### src/hw/rtl/hcte_pkg.sv
// hcte_pkg: types and constants for the cookie header token extractor
// no dependencies; imported by http_cookie_token_extractor and http_cookie_token_extractor_tb
`default_nettype none

package hcte_pkg;

    localparam int unsigned BYTE_W   = 8;
    localparam int unsigned CFG_W    = 64;
    localparam int unsigned CFG_IDX_W = 2;
    localparam int unsigned NAME_LEN_W = 5;
    localparam int unsigned CHAR_IDX_W = 6;
    localparam int unsigned S_TDATA_W = 8;
    localparam int unsigned M_TDATA_W = 16;

    // register indexes on the configuration channel
    localparam logic [CFG_IDX_W-1:0] REG_NAME_LOW  = 2'd0;
    localparam logic [CFG_IDX_W-1:0] REG_NAME_HIGH = 2'd1;
    localparam logic [CFG_IDX_W-1:0] REG_NAME_LEN  = 2'd2;

    localparam logic [BYTE_W-1:0] CH_SPACE = 8'h20;
    localparam logic [BYTE_W-1:0] CH_SEMI  = 8'h3b;
    localparam logic [BYTE_W-1:0] CH_EQ    = 8'h3d;
    localparam logic [BYTE_W-1:0] CH_NUL   = 8'h00;

    typedef enum logic [1:0] {
        MODE_START,
        MODE_SKIP,
        MODE_NAME,
        MODE_VALUE
    } parse_mode_t;

endpackage

`default_nettype wire

### src/hw/rtl/http_cookie_token_extractor.sv
// http_cookie_token_extractor: parses one cookie header per frame and returns the token
// depends on hcte_pkg; token bytes kept in a two-bank synchronous memory
//
//  channel | dir | handshake          | payload
//  s_*     | in  | s_tvalid/s_tready  | s_tdata = header_byte, s_tlast = last_byte
//  m_*     | out | m_tvalid/m_tready  | m_tdata = token_char, char_index; m_tuser = ok;
//          |     |                    | m_tlast = last_result
//  cfg_*   | in  | cfg_valid/cfg_ready| cfg_index, cfg_data
//
// one header byte per cycle when not held off; parse state updates on each byte taken.
// the marked byte starts a result job: TOKEN_LEN results (one per cycle unless the output
// stalls, read from the registered token memory) or a single failure result.
// after a successful header, token bytes of the next one go to the other memory bank
// while its job drains, so only a marked byte arriving during a running job is held off.
// reset clears parsing and job state; memory contents are not reset.
`default_nettype none

module http_cookie_token_extractor #(
    parameter int unsigned TOKEN_LEN  = 32,
    parameter int unsigned HEADER_MAX = 256,
    parameter int unsigned NAME_MAX   = 16
) (
    input  wire                                  clk,
    input  wire                                  rst_n,
    input  wire                                  s_tvalid,
    output logic                                 s_tready,
    input  wire  [hcte_pkg::S_TDATA_W-1:0]       s_tdata,    // [7:0] header_byte
    input  wire                                  s_tlast,    // last_byte
    output logic                                 m_tvalid,
    input  wire                                  m_tready,
    output logic [hcte_pkg::M_TDATA_W-1:0]       m_tdata,    // [7:0] token_char,
                                                             // [13:8] char_index, [15:14] 0
    output logic                                 m_tuser,    // ok
    output logic                                 m_tlast,    // last_result
    input  wire                                  cfg_valid,
    output logic                                 cfg_ready,
    input  wire  [hcte_pkg::CFG_IDX_W-1:0]       cfg_index,
    input  wire  [hcte_pkg::CFG_W-1:0]           cfg_data
);
    import hcte_pkg::*;

    localparam int unsigned IDX_W = (TOKEN_LEN > 1) ? $clog2(TOKEN_LEN) : 1;
    localparam int unsigned VC_W  = $clog2(TOKEN_LEN + 2);
    localparam int unsigned HL_W  = $clog2(HEADER_MAX + 1);
    localparam int unsigned NP_W  = $clog2(NAME_MAX + 2);
    localparam int unsigned MA_W  = $clog2(2 * TOKEN_LEN);
    localparam int unsigned MEM_DEPTH = 2 * TOKEN_LEN;
    localparam int unsigned CMP_W = 6;

    // configuration
    logic [CFG_W-1:0]      name_low_reg;
    logic [CFG_W-1:0]      name_high_reg;
    logic [NAME_LEN_W-1:0] name_len_reg;

    // per-header parse state
    parse_mode_t      mode_reg, mode_next;
    logic [NP_W-1:0]  pos_reg, pos_next;
    logic             match_reg, match_next;
    logic [VC_W-1:0]  vc_reg, vc_next;
    logic             found_reg, found_next;
    logic             failed_reg, failed_next;
    logic [HL_W-1:0]  hlen_reg, hlen_next;
    logic             bank_reg;
    logic             success;

    // token memory
    logic [BYTE_W-1:0] token_mem [MEM_DEPTH];
    logic              wr_en;
    logic [MA_W-1:0]   wr_addr;
    logic [MA_W-1:0]   rd_addr;
    logic [BYTE_W-1:0] rd_data_reg;

    // result job and output pipeline
    logic             job_busy_reg;
    logic             job_ok_reg;
    logic             job_bank_reg;
    logic [IDX_W-1:0] gen_idx_reg;
    logic             issue;
    logic             issue_last;
    logic             s1_valid_reg;
    logic             s1_ok_reg;
    logic [IDX_W-1:0] s1_idx_reg;
    logic             s1_last_reg;
    logic             s1_move;
    logic             m_valid_reg;
    logic             m_ok_reg;
    logic [BYTE_W-1:0] m_char_reg;
    logic [CHAR_IDX_W-1:0] m_idx_reg;
    logic             m_last_reg;

    logic              in_accept;
    logic [BYTE_W-1:0] b;
    logic [2*CFG_W-1:0] name_bytes;
    logic [CMP_W-1:0]  pos_ext;
    logic [CMP_W-1:0]  nlen_ext;
    logic [BYTE_W-1:0] name_char;
    logic              is_sep;

    assign s_tready  = !(s_tlast && job_busy_reg);
    assign in_accept = s_tvalid && s_tready;
    assign cfg_ready = 1'b1;
    assign b         = s_tdata[BYTE_W-1:0];

    always_ff @(posedge clk or negedge rst_n)
    begin
        if (!rst_n)
        begin
            name_low_reg  <= '0;
            name_high_reg <= '0;
            name_len_reg  <= NAME_LEN_W'(1);
        end
        else if (cfg_valid && cfg_ready)
        begin
            unique case (cfg_index)
                REG_NAME_LOW:  name_low_reg  <= cfg_data;
                REG_NAME_HIGH: name_high_reg <= cfg_data;
                REG_NAME_LEN:  name_len_reg  <= cfg_data[NAME_LEN_W-1:0];
                default:       ;
            endcase
        end
    end

    // parse step: byte checks, then the segment machine, then the end-of-header checks
    always_comb
    begin
        mode_next   = mode_reg;
        pos_next    = pos_reg;
        match_next  = match_reg;
        vc_next     = vc_reg;
        found_next  = found_reg;
        failed_next = failed_reg;
        hlen_next   = hlen_reg;
        success     = 1'b0;
        is_sep      = (b == CH_SPACE) || (b == CH_SEMI);
        name_bytes  = {name_high_reg, name_low_reg};
        pos_ext     = '0;
        nlen_ext    = CMP_W'(name_len_reg);
        name_char   = '0;

        if (hlen_reg < HL_W'(HEADER_MAX))
            hlen_next = hlen_reg + HL_W'(1);
        if (hlen_next >= HL_W'(HEADER_MAX) || b == CH_NUL)
            failed_next = 1'b1;

        if (!failed_next)
        begin
            if ((mode_reg == MODE_START || mode_reg == MODE_SKIP) && is_sep)
            begin
                mode_next = MODE_SKIP;
            end
            else
            begin
                if (mode_reg == MODE_START || mode_reg == MODE_SKIP)
                begin
                    mode_next  = MODE_NAME;
                    pos_next   = '0;
                    match_next = 1'b1;
                end
                pos_ext   = CMP_W'(pos_next);
                name_char = name_bytes[pos_ext[3:0]*BYTE_W +: BYTE_W];
                unique case (mode_next)
                    MODE_NAME:
                    begin
                        if (b == CH_EQ)
                        begin
                            match_next = match_next && (pos_ext == nlen_ext);
                            mode_next  = MODE_VALUE;
                            vc_next    = '0;
                        end
                        else if (b == CH_SEMI)
                        begin
                            failed_next = 1'b1;
                        end
                        else
                        begin
                            if (!(pos_ext < nlen_ext && pos_next < NP_W'(NAME_MAX)
                                  && name_char == b))
                                match_next = 1'b0;
                            if (pos_next < NP_W'(NAME_MAX + 1))
                                pos_next = pos_next + NP_W'(1);
                        end
                    end
                    MODE_VALUE:
                    begin
                        if (b == CH_SEMI)
                        begin
                            if (match_next)
                            begin
                                if (found_next || vc_next != VC_W'(TOKEN_LEN))
                                    failed_next = 1'b1;
                                else
                                    found_next = 1'b1;
                            end
                            mode_next = MODE_START;
                        end
                        else if (vc_next < VC_W'(TOKEN_LEN + 1))
                        begin
                            vc_next = vc_next + VC_W'(1);
                        end
                    end
                    default: failed_next = 1'b1;
                endcase
            end
        end

        if (s_tlast)
        begin
            if (!failed_next)
            begin
                if (mode_next == MODE_VALUE)
                begin
                    if (match_next)
                    begin
                        if (found_next || vc_next != VC_W'(TOKEN_LEN))
                            failed_next = 1'b1;
                        else
                            found_next = 1'b1;
                    end
                end
                else if (mode_next != MODE_START)
                begin
                    failed_next = 1'b1;
                end
            end
            success     = !failed_next && found_next;
            mode_next   = MODE_START;
            pos_next    = '0;
            match_next  = 1'b1;
            vc_next     = '0;
            found_next  = 1'b0;
            failed_next = 1'b0;
            hlen_next   = '0;
        end
    end

    // token byte write: value byte of a matching segment while the token is not yet full
    always_comb
    begin
        wr_en   = in_accept && !failed_reg && (hlen_reg < HL_W'(HEADER_MAX - 1))
                  && b != CH_NUL && mode_reg == MODE_VALUE && b != CH_SEMI
                  && match_reg && vc_reg < VC_W'(TOKEN_LEN);
        wr_addr = bank_reg ? MA_W'(TOKEN_LEN) + MA_W'(vc_reg[IDX_W-1:0])
                           : MA_W'(vc_reg[IDX_W-1:0]);
    end

    always_ff @(posedge clk or negedge rst_n)
    begin
        if (!rst_n)
        begin
            mode_reg   <= MODE_START;
            pos_reg    <= '0;
            match_reg  <= 1'b1;
            vc_reg     <= '0;
            found_reg  <= 1'b0;
            failed_reg <= 1'b0;
            hlen_reg   <= '0;
            bank_reg   <= 1'b0;
        end
        else if (in_accept)
        begin
            mode_reg   <= mode_next;
            pos_reg    <= pos_next;
            match_reg  <= match_next;
            vc_reg     <= vc_next;
            found_reg  <= found_next;
            failed_reg <= failed_next;
            hlen_reg   <= hlen_next;
            // after a successful header, the next header's token goes to the other bank
            if (s_tlast && success)
                bank_reg <= !bank_reg;
        end
    end

    // result job
    assign s1_move    = s1_valid_reg && (!m_valid_reg || m_tready);
    assign issue      = job_busy_reg && (!s1_valid_reg || s1_move);
    assign issue_last = !job_ok_reg || (gen_idx_reg == IDX_W'(TOKEN_LEN - 1));
    assign rd_addr    = job_bank_reg ? MA_W'(TOKEN_LEN) + MA_W'(gen_idx_reg)
                                     : MA_W'(gen_idx_reg);

    always_ff @(posedge clk)
    begin
        if (wr_en)
            token_mem[wr_addr] <= b;
        if (issue && job_ok_reg)
            rd_data_reg <= token_mem[rd_addr];
    end

    always_ff @(posedge clk or negedge rst_n)
    begin
        if (!rst_n)
        begin
            job_busy_reg <= 1'b0;
            job_ok_reg   <= 1'b0;
            job_bank_reg <= 1'b0;
            gen_idx_reg  <= '0;
        end
        else if (in_accept && s_tlast)
        begin
            job_busy_reg <= 1'b1;
            job_ok_reg   <= success;
            job_bank_reg <= bank_reg;
            gen_idx_reg  <= '0;
        end
        else if (issue)
        begin
            gen_idx_reg <= gen_idx_reg + IDX_W'(1);
            if (issue_last)
                job_busy_reg <= 1'b0;
        end
    end

    always_ff @(posedge clk or negedge rst_n)
    begin
        if (!rst_n)
            s1_valid_reg <= 1'b0;
        else if (issue)
            s1_valid_reg <= 1'b1;
        else if (s1_move)
            s1_valid_reg <= 1'b0;
    end

    always_ff @(posedge clk)
    begin
        if (issue)
        begin
            s1_ok_reg   <= job_ok_reg;
            s1_idx_reg  <= job_ok_reg ? gen_idx_reg : '0;
            s1_last_reg <= issue_last;
        end
    end

    always_ff @(posedge clk or negedge rst_n)
    begin
        if (!rst_n)
            m_valid_reg <= 1'b0;
        else if (s1_move)
            m_valid_reg <= 1'b1;
        else if (m_tready)
            m_valid_reg <= 1'b0;
    end

    always_ff @(posedge clk)
    begin
        if (s1_move)
        begin
            m_ok_reg   <= s1_ok_reg;
            m_char_reg <= s1_ok_reg ? rd_data_reg : '0;
            m_idx_reg  <= CHAR_IDX_W'(s1_idx_reg);
            m_last_reg <= s1_last_reg;
        end
    end

    assign m_tvalid = m_valid_reg;
    assign m_tdata  = {{(M_TDATA_W - CHAR_IDX_W - BYTE_W){1'b0}}, m_idx_reg, m_char_reg};
    assign m_tuser  = m_ok_reg;
    assign m_tlast  = m_last_reg;

    // a marked byte always opens a result job
    a_last_starts_job: assert property (@(posedge clk) disable iff (!rst_n)
        s_tvalid && s_tready && s_tlast |=> job_busy_reg)
        else $error("marked byte did not start a result job");

    // a request held in the read stage is not dropped while the output stalls
    a_s1_held: assert property (@(posedge clk) disable iff (!rst_n)
        s1_valid_reg && m_valid_reg && !m_tready |=> s1_valid_reg)
        else $error("read stage lost a request under back-pressure");

    // a failure result is a single, final, zeroed result
    a_fail_shape: assert property (@(posedge clk) disable iff (!rst_n)
        m_tvalid && !m_tuser |-> m_tlast && m_tdata == '0)
        else $error("failure result is malformed");

endmodule

`default_nettype wire

### config.mk
export PLATFORM = sky130hd
export DESIGN_NAME = http_cookie_token_extractor
export DESIGN_NICKNAME = d
export VERILOG_FILES = /design/src/hw/rtl/hcte_pkg.sv /design/src/hw/rtl/http_cookie_token_extractor.sv
export SDC_FILE = /design/constraint.sdc
export NUM_CORES = 1
export LEC_CHECK = 0
export BUFFER_PORTS_ARGS = -buffer_cell sky130_fd_sc_hd__buf_2
export CAP_MARGIN = 0
export CELL_PAD_IN_SITES_DETAIL_PLACEMENT = 0
export CELL_PAD_IN_SITES_GLOBAL_PLACEMENT = 1
export CORE_MARGIN = 2
export CORE_UTILIZATION = 54
export DETAILED_ROUTE_END_ITERATION = 6
export PLACE_DENSITY = 0.76
export SLEW_MARGIN = 10
export SYNTH_ARGS = -nofsm -noshare
export SYNTH_HDL_FRONTEND = slang
export SYNTH_SLANG_ARGS = --single-unit
### constraint.sdc
create_clock -name clk -period 3.5 [get_ports clk]
set_input_delay 0.35 -clock clk [delete_from_list [all_inputs] [get_ports clk]]
set_output_delay 0.35 -clock clk [all_outputs]
set_load 0.03 [all_outputs]
==> Word level (Yosys, flattened, before mapping) <==
Memories as Yosys holds them, arrays and structs flattened. A register that Yosys moved wholly into a read port is not among the register bits.
Cells that the tools add are included.
{ "op_classes": {"add_sub_neg": 6, "n_lt_le_gt_ge": 8, "n_eq_ne": 18, "n_shift": 1, "mux": 80, "reduce_logical": 49} }
{ "op_table": {"columns": ["op", "n"], "rows": [
  ["$shiftx 128x8->8", 1],
  ["$mux 5", 12],
  ["$mux 6", 8],
  ["$mux 1", 47],
  ["$eq 8x6->1 const B", 3],
  ["$logic_and 1x1->1", 19],
  ["$mux 9", 2],
  ["$mux 2", 8],
  ["$add 6x5->6 const A", 2],
  ["$lt 6x6->1 const B", 2],
  ["$ne 6x6->1 const B", 2],
  ["$pmux 6 s2", 1],
  ["$add 5x1->5 const B", 2],
  ["$eq 2x2->1 const B", 5],
  ["$lt 5x5->1 const B", 2],
  ["$reduce_and 2->1", 5],
  ["$reduce_bool 2->1", 5],
  ["$add 9x1->9 const B", 1],
  ["$ge 9x9->1 const B", 1],
  ["$lt 9x8->1 const B", 1],
  ["$lt 9x9->1 const B", 1],
  ["$eq 8x8->1", 1],
  ["$logic_not 8->1", 1],
  ["$logic_or 1x1->1", 8],
  ["13 further kinds", 22]
]} }
{ "word_totals": {"regBits": 191, "ram_bits": 512, "inputBits": 80, "output_inout_bits": 21, "word_cells": 187, "n_memories": 1} }
{ "memory_table": {"columns": ["memory", "depth", "word_bits", "read_ports", "rd_clocked_by_memory_dff", "wr", "line_no", "rtl"], "rows": [
  ["token_mem", 64, 8, 1, 1, 1, "http_cookie_token_extractor.sv:67", "logic [BYTE_W-1:0] token_mem [MEM_DEPTH];"]
]} }

==> Longest topological paths before layout <==
{ "depth": {"ltp_word": 24, "ltp_mapped": 12} }

==> Worst setup path after synthesis <==
OpenSTA, ideal clock, no wires.
{ "synth_path": {"kind": "flip-flop to flip-flop", "from": "register job_busy_reg", "to": "memory token_mem[16][0], enable pin", "t_arrival_ps": 2366, "required_time_ps": 3130, "slack_ps": 764, "path_stages_with_launch": 9, "synth_period_minus_slack_ps": 2736, "cell_sequence": "dfrtp_1 -> nand2_1 -> nand2_1 -> nor2_1 -> o211a_1 -> nand4b_1 -> nor2_1 -> nand3b_1 -> nor2_1"} }
{ "synth_via": {"elab_chain_cells": 12} }
{ "synth_rtl": {"columns": ["item", "line_no", "rtl"], "rows": [
  ["from (decl)", "http_cookie_token_extractor.sv:74", "logic job_busy_reg;"],
  ["from (signal assigned)", "http_cookie_token_extractor.sv:293", "job_busy_reg <= 1'b0;"],
  ["from (signal assigned)", "http_cookie_token_extractor.sv:300", "job_busy_reg <= 1'b1;"],
  ["from (signal assigned)", "http_cookie_token_extractor.sv:309", "job_busy_reg <= 1'b0;"],
  ["$logic_and 1x1->1", "http_cookie_token_extractor.sv:99", "assign s_tready = !(s_tlast && job_busy_reg);"],
  ["$logic_not 1->1", "http_cookie_token_extractor.sv:99", null],
  ["named net s_tready", "http_cookie_token_extractor.sv:26", "output logic s_tready,"],
  ["$logic_and 1x1->1", "http_cookie_token_extractor.sv:100", "assign in_accept = s_tvalid && s_tready;"],
  ["$logic_and 1x1->1 (2 in a row)", "http_cookie_token_extractor.sv:239", "wr_en = in_accept && !failed_reg && (hlen_reg < HL_W'(HEADER_MAX - 1))"],
  ["$logic_and 1x1->1 (3 in a row)", "http_cookie_token_extractor.sv:240", "&& b != CH_NUL && mode_reg == MODE_VALUE && b != CH_SEMI"],
  ["$logic_and 1x1->1 (2 in a row)", "http_cookie_token_extractor.sv:241", "&& match_reg && vc_reg < VC_W'(TOKEN_LEN);"],
  ["$mux 1", "http_cookie_token_extractor.sv:283", "if (wr_en)"],
  ["$mux 1 (not written as such)", "http_cookie_token_extractor.sv:284", "token_mem[wr_addr] <= b;"],
  ["to (decl)", "http_cookie_token_extractor.sv:67", null]
]} }
The timed path passes the listed nets, and every way through them passes these cells.

==> Worst setup path after layout <==
{ "layout_path": {"from": "register mode_reg[1]", "to": "register match_reg"} }
{ "layout_via": {"elab_chain_cells": 15, "word_cells_on_any_way": 29} }
{ "layout_rtl": {"columns": ["item", "line_no", "rtl"], "rows": [
  ["from (decl)", "http_cookie_token_extractor.sv:56", "parse_mode_t mode_reg, mode_next;"],
  ["from (signal assigned)", "http_cookie_token_extractor.sv:261", "mode_reg <= mode_next;"],
  ["$eq 2x1->1 / $logic_not 2->1 (equally long branches)", "http_cookie_token_extractor.sv:147, http_cookie_token_extractor.sv:153", null],
  ["$logic_or 1x1->1", "http_cookie_token_extractor.sv:147, http_cookie_token_extractor.sv:153", null],
  ["$mux 5", "http_cookie_token_extractor.sv:153", "if (mode_reg == MODE_START || mode_reg == MODE_SKIP)"],
  ["$mux 5", "http_cookie_token_extractor.sv:147", "if ((mode_reg == MODE_START || mode_reg == MODE_SKIP) && is_sep)"],
  ["$mux 5", "http_cookie_token_extractor.sv:145", "if (!failed_next)"],
  ["$shiftx 128x8->8 / $lt 5x5->1 (equally long branches)", "http_cookie_token_extractor.sv:160, http_cookie_token_extractor.sv:176", null],
  ["$eq 8x8->1 / $logic_and 1x1->1 (equally long branches)", "http_cookie_token_extractor.sv:177, http_cookie_token_extractor.sv:176", null],
  ["$logic_and 1x1->1", "http_cookie_token_extractor.sv:177", "&& name_char == b))"],
  ["$mux 1", "http_cookie_token_extractor.sv:176", "if (!(pos_ext < nlen_ext && pos_next < NP_W'(NAME_MAX)"],
  ["$mux 1", "http_cookie_token_extractor.sv:170", "else if (b == CH_SEMI)"],
  ["$mux 1", "http_cookie_token_extractor.sv:164", "if (b == CH_EQ)"],
  ["$mux 1", "http_cookie_token_extractor.sv:161", "unique case (mode_next)"],
  ["$mux 1 (*)", "http_cookie_token_extractor.sv:147", null],
  ["$mux 1 (*)", "http_cookie_token_extractor.sv:145", null],
  ["$mux 1 (*)", "http_cookie_token_extractor.sv:206", "if (s_tlast)"],
  ["to (signal assigned)", "http_cookie_token_extractor.sv:263", "match_reg <= match_next;"],
  ["to (decl)", "http_cookie_token_extractor.sv:58", "logic match_reg, match_next;"]
]} }
Every way passes the cells marked *; elsewhere a longest branch is shown, timed or not. The select of a mux whose other input is x is not followed.
A chain may end at the register's enable or synchronous reset.

==> summary.md <==
| Metric | Value |
|---|---|
| Layout area overhead | `16.1%` |
| Hold wc startpoint | `cfg_data[31]` |
| Yosys Warn Count | `0` |
| Pin count of the biggest net entering global routing | `73` |
| Root cell of the clock tree | `clkbuf_16` |
| Post-Place Worst Slack | `0.282 ns` |
| Leak | `0.0118 uW` |
| Row count | `85` |
| Final WS setup | `0.247 ns` |
| RR Startpoint | `mode_reg[1]` |
| Clk slew on worst S/H paths | `0.06 ns` |
| WL final | `70500 um` |
| Worst Hold Path EP | `name_high_reg[31]` |
| Max Root-Sink Buffers | `3` |
| RSZ-0062 raised after global routing | `no` |
| Number of buffers created by CTS | `73` |
| Starting Density | `54.7%` |
| Number of enable flip-flop cells after synthesis | `542` |
| Final setup viols | `0` |
| Register area | `20500 sq um` |
| CP Launch Type | `flop` |
| Post-Synthesis Cells | `1595` |
| Post-synthesis sequential area ratio | `69.7%` |
| Avg Inst Size Synth | `18.4 sq um` |
| Hold Crit Class | `in2reg` |
| Final Hold Fails | `0` |
| GR Overflow Total | `0` |
| Port Buffers | `96` |
| Die H | `237 um` |
| CTS Sinks | `711` |
| R2R setup slack | `0.25 ns` |
| H-tree Lvls | `3` |
| Worst slew pin tran | `1.09 ns` |
| Fmax | `0.307 GHz` |
| Kind of critical path | `reg2reg` |
| GP Congestion | `0.879` |
| Total GRT Usage | `25.7%` |
| Vias | `16000` |
| CP Data Required Time | `4.02 ns` |
| Worst Path Max Fanout | `16` |
| Hold Crit Depth | `2` |
| #FFs+latches synth | `711` |
| Max_slew headroom | `26.9%` |
| Primary FF master, synth | `edfxtp_1` |
| Multi-input logic area | `8380 sq um` |
| CTS tree | `done` |
| First-pass GRT wire length | `106000 um` |
| Status | `completed` |
| CP max stage delay | `0.58 ns` |
| Remaining DRCs | `0` |
| Total power density per cell area | `650 nW/um^2` |
| DP HPWL | `46000 um` |
| Worst-Skew Late Latency | `0.61 ns` |
| Synth cell types | `74` |
| Largest register FFs | `512` |
| Die W | `237 um` |
| Max Cap Violations | `0` |
| Core Footprint | `53800 sq um` |
| Commonest non-fill, non-tap cell in the layout | `edfxtp_1` |
| Vias in the first global route | `16300` |
| Number of vias per cell | `6.18` |
| Crit-path cells | `and2_1, inv_2, nand2_1, a31oi_1, o311ai_1, xnor2_1, nor4_1, nand4_1, a31oi_1` |
| Cell repeated most along the worst path | `a31oi_1` |
| Commonest non-fill, non-tap cells in the layout | `edfxtp_1, mux4_2, dfrtp_1, mux2_2, nor2_1` |
| Initial antenna violation count | `7` |
| Ports | `101` |
| First DRT Iteration DRCs | `1422` |
| Clock skew | `0.0181 ns` |
| Slew Viols, Final | `0` |
| Worst setup EP type | `flop` |
| VDD IR max | `449 uV` |
| DIE AREA | `56400 sq um` |
| Tcrit/Tclk final | `93.0%` |
| Post-synth ARST share | `23.8%` |
| Reg2Reg Capture Point | `match_reg` |
| Synthesized area | `29400 sq um` |
| Number of nets in the final layout | `1929` |
| Critical path data arrival time | `3.78 ns` |
| ANT cells | `0` |
| Fillers | `3769` |
| CP max stage cell | `dfrtp_1` |
| Cell depth of the worst flop-to-flop path | `9` |
| DR WL/cell | `27.2 um` |
| Period minus WS final | `3.25 ns` |
| Antenna viol nets, final | `0` |
| DRT Pass-1 Iters | `6` |
| Share of cells above drive strength 1 | `34.1%` |
| Setup_tns | `0 ns` |
power breakdown:
| part | switching (uW) | internal, uW | total, uW | leakage [uW] |
|---|---|---|---|---|
| logic | 2150 | 2300 | 4450 | 0.00373 |
| clock network | 3190 | 4680 | 7860 | 0.00117 |
| registers | 394 | 9480 | 9880 | 0.00693 |
| total | 5730 | 16500 | 22200 | 0.0118 |
Yosys cell counts, drive strengths merged, types with 3 or more instances:
master / instances / share of area [%]
o41ai: 3 / 0.11
a221o: 5 / 0.17
nand4b: 4 / 0.14
nand4: 9 / 0.19
ha: 12 / 0.51
nand2b: 7 / 0.15
a311oi: 3 / 0.11
xor2: 9 / 0.27
o22a: 3 / 0.089
nor2b: 13 / 0.28
o22ai: 10 / 0.23
clkbuf: 38 / 0.48
inv: 18 / 0.23
o21ai: 24 / 0.41
nor2: 96 / 1.2
a221oi: 7 / 0.21
or2: 10 / 0.21
a21o: 3 / 0.077
nand2: 57 / 0.73
o221ai: 4 / 0.12
nand3b: 7 / 0.18
a211oi: 13 / 0.33
o2bb2ai: 3 / 0.089
nor4: 4 / 0.11
mux2i: 41 / 1.4
a22o: 6 / 0.18
nand3: 16 / 0.27
and2: 21 / 0.46
dfrtp: 167 / 14
mux4: 168 / 13
xnor2: 10 / 0.30
mux2: 136 / 5.2
a21oi: 22 / 0.40
or3: 3 / 0.064
and3: 8 / 0.17
buf: 48 / 1.1
edfxtp: 542 / 55
a31oi: 17 / 0.40
worst max path at each step:
| stage | start | end | slack (ns) |
|---|---|---|---|
| after floorplan | job_busy_reg | token_mem[16][0] | 0.76 |
| after global placement | mode_reg[1] | match_reg | 0.24 |
| after detailed placement | mode_reg[1] | match_reg | 0.28 |
| after CTS | mode_reg[1] | match_reg | 0.27 |
| after global routing | mode_reg[1] | match_reg | 0.04 |
| final | mode_reg[1] | match_reg | 0.25 |
cell families after synthesis:
logic type                 Yosys count  synth area share [%]
other                                2                0.0255
buffers and inverters              104                  1.85
xor gates and xnor gates            19                 0.566
DFF                                711                  69.7
AOI/OAI and AO/OA                  137                  3.37
adders and majority gates           12                 0.510
and+or+nand+nor                    265                  4.50
muxes                              345                  19.5
final cells by class:
type	count	area share, %
flip-flops and latches	711	60.1
well taps	696	2.55
clock buffers	88	5.76
clock inverters	42	1.32
multi-input cells	782	24.6
inverters	18	0.198
repair buffers	251	5.54
repair_timing:
action | CTS | global route
resized for setup | 0 | 1
buffers inserted | 0 | 0
endpoints found under the setup margin | 0 | 1
endpoints found under the hold margin | 164 | 0
hold buffers | 51 | 0
worst max-delay path: cells and delay by family (launching register included):
kind	cells	cell delay, ns
and+or+nand+nor	4	1.20
DFF	1	0.58
buffers and inverters	1	0.30
xor gates and xnor gates	1	0.19
AOI/OAI and AO/OA	3	0.89
layer usage:
| metal | up-vias | GRT usage [%] | wire length (um) |
|---|---|---|---|
| met3 | 115 | 5.75 | 5330 |
| met5 | - | 0 | 36 |
| met2 | 667 | 40.4 | 33700 |
| met1 | 8363 | 36.5 | 29200 |
| li1 | 6849 | - | - |
| met4 | 6 | 8.18 | 2250 |
metrics by stage:
step | area, sq um | utilization [%] | std cells | hold WS (ns) | total power [uW]
detailed placement | 31200 | 58.0 | 2407 | 0.406 | 14500
finish | 34100 | 63.5 | 2588 | 0.0149 | 22200
global route | 34100 | 63.5 | 2588 | 0.00835 | 23000
global placement | 31200 | 58.0 | 2407 | 0.401 | 14500
floorplan | 29400 | - | 1597 | 0.0544 | 13000
CTS | 34100 | 63.4 | 2588 | 0.00177 | 22400
Note: power is estimated with default switching activity, not from simulation.
